<file path="src/fbsc_pkg.sv">
package fbsc_pkg;

  // block and half widths
  localparam int unsigned BLOCK_W     = 64;
  localparam int unsigned HALF_W      = 32;
  localparam int unsigned KEY_W       = 32;
  localparam int unsigned SRC_W       = HALF_W + KEY_W;
  localparam int unsigned SRC_IDX_W   = $clog2(SRC_W);
  localparam int unsigned WIRE_IDX_W  = $clog2(HALF_W);
  localparam int unsigned SEL_ROWS    = 16;
  localparam int unsigned ROUNDS_DEF  = 16;
  localparam int unsigned S_TDATA_W   = BLOCK_W + KEY_W;
  localparam int unsigned M_TDATA_W   = BLOCK_W;

  // the two halves carried from round to round
  typedef struct packed {
    logic [HALF_W-1:0] left;
    logic [HALF_W-1:0] right;
  } half_pair_t;

  // selection rows, bit q set means bit q of {left, key} is gathered;
  // higher source bits end up higher in the gathered word
  localparam logic [SRC_W-1:0] SEL_TAB [SEL_ROWS] = '{
    64'b01000001_01010011_10111011_00111100_01001010_11100011_00101100_11011100,
    64'b00011010_01001100_00000111_10001101_01111100_10111111_00111010_10110000,
    64'b10101101_11001010_01101001_11000100_01010101_01000010_00011010_11111101,
    64'b11101111_11000010_10010000_11101010_00111100_10011000_11100101_01000011,
    64'b10101001_01110110_00101011_00111000_10100111_00110110_10000110_01111000,
    64'b10101011_01101111_11100000_01011100_00101001_01110011_00101000_10001011,
    64'b00011010_01000100_00100110_01010110_11000101_11111011_00100101_01110111,
    64'b11100110_00001011_01100010_10111001_00111010_10110011_00011101_00010110,
    64'b11100101_00101101_10010010_10001000_01101101_11001000_01100111_10111100,
    64'b10111001_00010011_01110010_00111010_11010111_01100110_10100110_11000000,
    64'b10100011_10111101_01000010_10000101_10010110_10110001_01100100_10011111,
    64'b11100000_11011100_01110101_10000011_00001010_01111110_01001100_00110111,
    64'b10010100_01110001_00010100_10111101_10001101_11100111_11010100_01001001,
    64'b10000110_00111111_00100011_10001010_00010011_01111101_01011100_11000101,
    64'b11010101_00010011_00011111_10100101_00101011_00101000_01101000_11111001,
    64'b10000111_10010100_10111111_11001111_00100001_10011111_10000010_00010100
  };

  // wiring table, gathered bit index for each round-word bit, msb row first
  localparam logic [WIRE_IDX_W-1:0] WIRE_COL [HALF_W] = '{
    5'd15, 5'd13, 5'd30, 5'd27, 5'd0,  5'd14, 5'd28, 5'd8,
    5'd31, 5'd13, 5'd19, 5'd20, 5'd27, 5'd19, 5'd14, 5'd29,
    5'd22, 5'd16, 5'd30, 5'd11, 5'd20, 5'd25, 5'd19, 5'd17,
    5'd24, 5'd5,  5'd24, 5'd13, 5'd20, 5'd11, 5'd0,  5'd22
  };

  // source bit feeding wiring row 'row' in round 'rnd': {hit, position};
  // no hit when the row picks a gathered bit beyond the gathered count
  function automatic logic [SRC_IDX_W:0] src_pos(int unsigned rnd, int unsigned row);
    logic [SRC_W-1:0] mask;
    int unsigned      want;
    int unsigned      seen;
    logic [SRC_IDX_W:0] res;
    mask = SEL_TAB[rnd % SEL_ROWS];
    want = int'(WIRE_COL[row]);
    seen = 0;
    res  = '0;
    for (int q = 0; q < SRC_W; q++) begin
      if (mask[q]) begin
        if (seen == want) begin
          res = {1'b1, SRC_IDX_W'(q)};
        end
        seen++;
      end
    end
    return res;
  endfunction

endpackage

</file>
<file path="src/fbsc_round.sv">
module fbsc_round #(
  parameter int unsigned RoundIdx = 0
) (
  input  fbsc_pkg::half_pair_t        pair_i,
  input  logic [fbsc_pkg::KEY_W-1:0]  key_i,
  output fbsc_pkg::half_pair_t        pair_o
);
  import fbsc_pkg::*;

  logic [SRC_W-1:0]  src;
  logic [HALF_W-1:0] mix;

  // gather source: left half above key
  assign src = {pair_i.left, key_i};

  // fixed wiring from source bits to the round word, msb row first
  for (genvar i = 0; i < HALF_W; i++) begin : g_wire
    localparam logic [SRC_IDX_W:0] Pos = src_pos(RoundIdx, i);
    if (Pos[SRC_IDX_W]) begin : g_hit
      assign mix[HALF_W-1-i] = src[Pos[SRC_IDX_W-1:0]];
    end else begin : g_miss
      assign mix[HALF_W-1-i] = 1'b0;
    end
  end

  // feistel swap
  assign pair_o.left  = pair_i.right;
  assign pair_o.right = mix ^ pair_i.right;

endmodule

</file>
<file path="src/fbsc_core.sv">
module fbsc_core #(
  parameter int unsigned RoundCount = fbsc_pkg::ROUNDS_DEF
) (
  input  logic [fbsc_pkg::BLOCK_W-1:0] plaintext_i,
  input  logic [fbsc_pkg::KEY_W-1:0]   key_i,
  output logic [fbsc_pkg::BLOCK_W-1:0] ciphertext_o
);
  import fbsc_pkg::*;

  half_pair_t chain [RoundCount+1];

  // left half is the upper word of the block
  assign chain[0].left  = plaintext_i[BLOCK_W-1:HALF_W];
  assign chain[0].right = plaintext_i[HALF_W-1:0];

  // unrolled round chain
  for (genvar r = 0; r < RoundCount; r++) begin : g_round
    fbsc_round #(
      .RoundIdx(r)
    ) u_round (
      .pair_i(chain[r]),
      .key_i (key_i),
      .pair_o(chain[r+1])
    );
  end

  assign ciphertext_o = {chain[RoundCount].left, chain[RoundCount].right};

endmodule

</file>
<file path="src/feistel_bit_select_cipher_top.sv">
// channel   dir  tdata fields (lsb first)                     handshake
// s_axis    in   plaintext[63:0], cipher_key[95:64]           tvalid/tready
// m_axis    out  ciphertext[63:0]                             tvalid/tready
//
// two register stages: input register, then all rounds combinationally into the
// result register; m_axis tvalid rises when the item moves into the result stage
// one item per cycle sustained unless m_axis stalls; the unrolled round chain depth sets the period
// rst_ni clears both valid flags only; payload registers are not reset
// an m_axis stall holds the result and lets one more item fill the input stage
module feistel_bit_select_cipher_top #(
  parameter int unsigned RoundCount = fbsc_pkg::ROUNDS_DEF
) (
  input  logic                            clk_i,
  input  logic                            rst_ni,
  input  logic                            s_axis_tvalid_i,
  output logic                            s_axis_tready_o,
  input  logic [fbsc_pkg::S_TDATA_W-1:0]  s_axis_tdata_i,  // plaintext, cipher_key
  output logic                            m_axis_tvalid_o,
  input  logic                            m_axis_tready_i,
  output logic [fbsc_pkg::M_TDATA_W-1:0]  m_axis_tdata_o   // ciphertext
);
  import fbsc_pkg::*;

  logic                in_valid_q, in_valid_d;
  logic [BLOCK_W-1:0]  in_block_q, in_block_d;
  logic [KEY_W-1:0]    in_key_q, in_key_d;
  logic                out_valid_q, out_valid_d;
  logic [BLOCK_W-1:0]  out_data_q, out_data_d;
  logic                s1_ready;
  logic                s2_ready;
  logic [BLOCK_W-1:0]  cipher;

  // stage readiness
  assign s2_ready = !out_valid_q || m_axis_tready_i;
  assign s1_ready = !in_valid_q || s2_ready;

  // input stage next state
  always_comb begin
    in_valid_d = in_valid_q;
    in_block_d = in_block_q;
    in_key_d   = in_key_q;
    if (s1_ready) begin
      in_valid_d = s_axis_tvalid_i;
      in_block_d = s_axis_tdata_i[BLOCK_W-1:0];
      in_key_d   = s_axis_tdata_i[S_TDATA_W-1:BLOCK_W];
    end
  end

  // cipher rounds
  fbsc_core #(
    .RoundCount(RoundCount)
  ) u_core (
    .plaintext_i (in_block_q),
    .key_i       (in_key_q),
    .ciphertext_o(cipher)
  );

  // result stage next state
  always_comb begin
    out_valid_d = out_valid_q;
    out_data_d  = out_data_q;
    if (s2_ready) begin
      out_valid_d = in_valid_q;
      out_data_d  = cipher;
    end
  end

  // valid flags
  always_ff @(posedge clk_i or negedge rst_ni) begin
    if (!rst_ni) begin
      in_valid_q  <= 1'b0;
      out_valid_q <= 1'b0;
    end else begin
      in_valid_q  <= in_valid_d;
      out_valid_q <= out_valid_d;
    end
  end

  // payload registers
  always_ff @(posedge clk_i) begin
    in_block_q <= in_block_d;
    in_key_q   <= in_key_d;
    out_data_q <= out_data_d;
  end

  assign s_axis_tready_o = s1_ready;
  assign m_axis_tvalid_o = out_valid_q;
  assign m_axis_tdata_o  = out_data_q;

  // an accepted item sits in the input stage next cycle
  a_accept_fills: assert property (@(posedge clk_i) disable iff (!rst_ni)
    (s_axis_tvalid_i && s_axis_tready_o) |=> in_valid_q)
    else $error("accepted item not held in input stage");

  // an empty input stage never back-pressures
  a_empty_ready: assert property (@(posedge clk_i) disable iff (!rst_ni)
    !in_valid_q |-> s_axis_tready_o)
    else $error("input stage empty but not ready");

  // a moving item from the input stage becomes a result
  a_move_to_out: assert property (@(posedge clk_i) disable iff (!rst_ni)
    (in_valid_q && s2_ready) |=> m_axis_tvalid_o)
    else $error("item lost between stages");

  // a result appears only from a full input stage
  a_no_invent: assert property (@(posedge clk_i) disable iff (!rst_ni)
    $rose(out_valid_q) |-> $past(in_valid_q))
    else $error("result without item");

endmodule
</file>
<file path="config.mk">
export PLATFORM = sky130hd
export DESIGN_NAME = feistel_bit_select_cipher_top
export DESIGN_NICKNAME = d
export VERILOG_FILES = /design/src/fbsc_pkg.sv /design/src/fbsc_round.sv /design/src/fbsc_core.sv /design/src/feistel_bit_select_cipher_top.sv
export SDC_FILE = /design/constraint.sdc
export NUM_CORES = 1
export LEC_CHECK = 0
export BUFFER_PORTS_ARGS = -buffer_cell sky130_fd_sc_hd__buf_4
export CELL_PAD_IN_SITES_DETAIL_PLACEMENT = 1
export CELL_PAD_IN_SITES_GLOBAL_PLACEMENT = 1
export CORE_MARGIN = 2
export CORE_UTILIZATION = 52
export DETAILED_ROUTE_END_ITERATION = 6
export GPL_TIMING_DRIVEN = 0
export PLACE_DENSITY_LB_ADDON = 0.1
export SKIP_LAST_GASP = 1
export SYNTH_ARGS = -nofsm -noshare
export SYNTH_HDL_FRONTEND = slang
export SYNTH_HIERARCHICAL = 1
export SYNTH_SLANG_ARGS = --single-unit
</file>
<file path="constraint.sdc">
create_clock -name clk_i -period 13.7 [get_ports clk_i]
set_input_delay 2.055 -clock clk_i [delete_from_list [all_inputs] [get_ports clk_i]]
set_output_delay 2.055 -clock clk_i [all_outputs]
set_load 0.01 [all_outputs]
</file>
==> flow_summary.json <==
{
  "wl_met1_mm": 7.87,
  "worst_r2r_startpoint": "in_key_q[22]",
  "drv_cap": 0,
  "clock_latency_ns": 0.43,
  "gr-total-overflow": 0,
  "setup.worst_path.start_class": "input pin",
  "synth_nets": 966,
  "skew_ns": 0.0106,
  "fin_crit_sh": 0.387,
  "wl_per_cell_um": 15.4,
  "r2r-end": "m_axis_tdata_o[8]",
  "place_area_um2": 11700,
  "period_minus_slack_ns": 5.30,
  "syn2layout_area_growth_pct": 19.7,
  "fin_nets": 1129,
  "final.setup.worst_slack_ns": 8.40,
  "ctsLongestPathBuffers": 2,
  "route.met2.wl_mm": 11.5,
  "core_um2": 19500,
  "port_buffers": 143,
  "seqCellArea_um2": 4190,
  "cp.arrival_ns": 3.24,
  "antenna_cells": 0,
  "cts_tree": "built",
  "fmaxAchievable_ghz": 0.189,
  "cts-root-buf": "clkbuf_16",
  "die_h_um": 145,
  "clk_pin_slew_ns": 0.06,
  "hold_start": "in_valid_q",
  "yosys_warnings": 6,
  "syn_area_per_cell_um2": 11.9,
  "cts.sinks": 140,
  "multi_input_area_um2": 4520,
  "grt_pass1_vias": 6173,
  "critPathMaxFanout": 75,
  "setup_tns_ns": 0,
  "reg2reg_depth": 16,
  "track_usage": 0.200,
  "rsz0062_at_grt": "no",
  "netlist_area_um2": 10300,
  "status": "completed",
  "drive_above_1_share": 0.370,
  "fin_area_um2": 12300,
  "drc": 0,
  "pin_count": 166,
  "maxSlewHeadroom": 0.257,
  "firstDrtPassIters": 4,
  "rows": 51,
  "hpwl_mm": 15.2,
  "required_ns": 11.64,
  "cts_made_buffers": 17,
  "drt-initial-drc-count": 133,
  "hold_viol": 0,
  "grt_antenna_before_repair": 0,
  "tightest_slew_ns": 1.11,
  "gp_congestion": 0.766,
  "die_area_um2": 20900,
  "cts_setup_buffers": 0,
  "endpoint_kind": "primary output",
  "finalSetupViolations": 0,
  "hp-class": "flop to flop",
  "grt_pass1_wl_mm": 31.3,
  "vias": 5665,
  "reg2reg_slack_ns": 8.62,
  "whs_path_depth": 1,
  "cts_hold_buf": 0,
  "fill_cells": 2003,
  "place_ws_ns": 8.38,
  "avgViaCountPerCell": 4.34,
  "dr.max_layer_used": "met4",
  "syn_inst": 866,
  "min_to": "in_valid_q",
  "final_cell_mix": "xor2_1, buf_4, edfxtp_1, clkbuf_16, clkinvlp_4",
  "start_util": 0.528,
  "grt_max_degree": 76,
  "slew_viol_final": 0,
  "fp.dieW_um": 145,
  "h-tree-depth": 4,
  "wl_met3_um": 587,
  "antenna_left": 0,
  "critical_path_class": "input pin to primary output",
  "wl_mm": 20.1,
  "cts_resized": 0,
  "mostFrequentLayoutCell": "xor2_1"
}
## stage by stage
stage,std cells,util,hold WS (ns)
detailed placement,1275,0.602,0.543
floorplan,866,-,0.458
CTS,1306,0.633,0.562
finish,1306,0.633,0.554
global placement,1274,0.601,0.468
global route,1306,0.633,0.585
## final cells by class
class                      count  share of cell area
clock inverter                12              0.0132
multi-input combinational    516               0.367
clock buffer                  19              0.0352
buffer                       209               0.127
inverter                       1            0.000305
tap                          265              0.0269
sequential                   140               0.341
timing repair buffer         144              0.0888
## registers in the layout, summed over array words and instances, names as in the netlist
| signal | flops |
|---|---|
| m_axis_tvalid_o | 1 |
| in_valid_q | 1 |
| m_axis_tdata_o | 64 |
| in_block_q | 44 |
| in_key_q | 30 |
## critical path, stage by stage
cell and delay (ns):
buf_4 0.12, nor2b_4 0.16, nand2_4 0.48, buf_4 0.38
## worst max path at each step
stage                          startpoint                 to  slack [ns]  cells past startpoint
final                     m_axis_tready_i    s_axis_tready_o        8.40                      4
after global routing         in_key_q[22]  m_axis_tdata_o[8]        8.20                     16
after global placement    m_axis_tready_i    s_axis_tready_o        6.98                      4
after detailed placement  m_axis_tready_i    s_axis_tready_o        8.38                      4
after floorplan           m_axis_tready_i    s_axis_tready_o        7.93                      2
after CTS                 m_axis_tready_i    s_axis_tready_o        8.38                      4
## routing by layer
layer,vias up,track usage
met2,106,0.396
met5,-,0
met3,16,0.0361
met1,2669,0.216
li1,2874,-
met4,0,0.0531
Power is left out: the tool's default activity adds up to more than one toggle a clock period on the data nets, which glitch-free logic cannot reach.
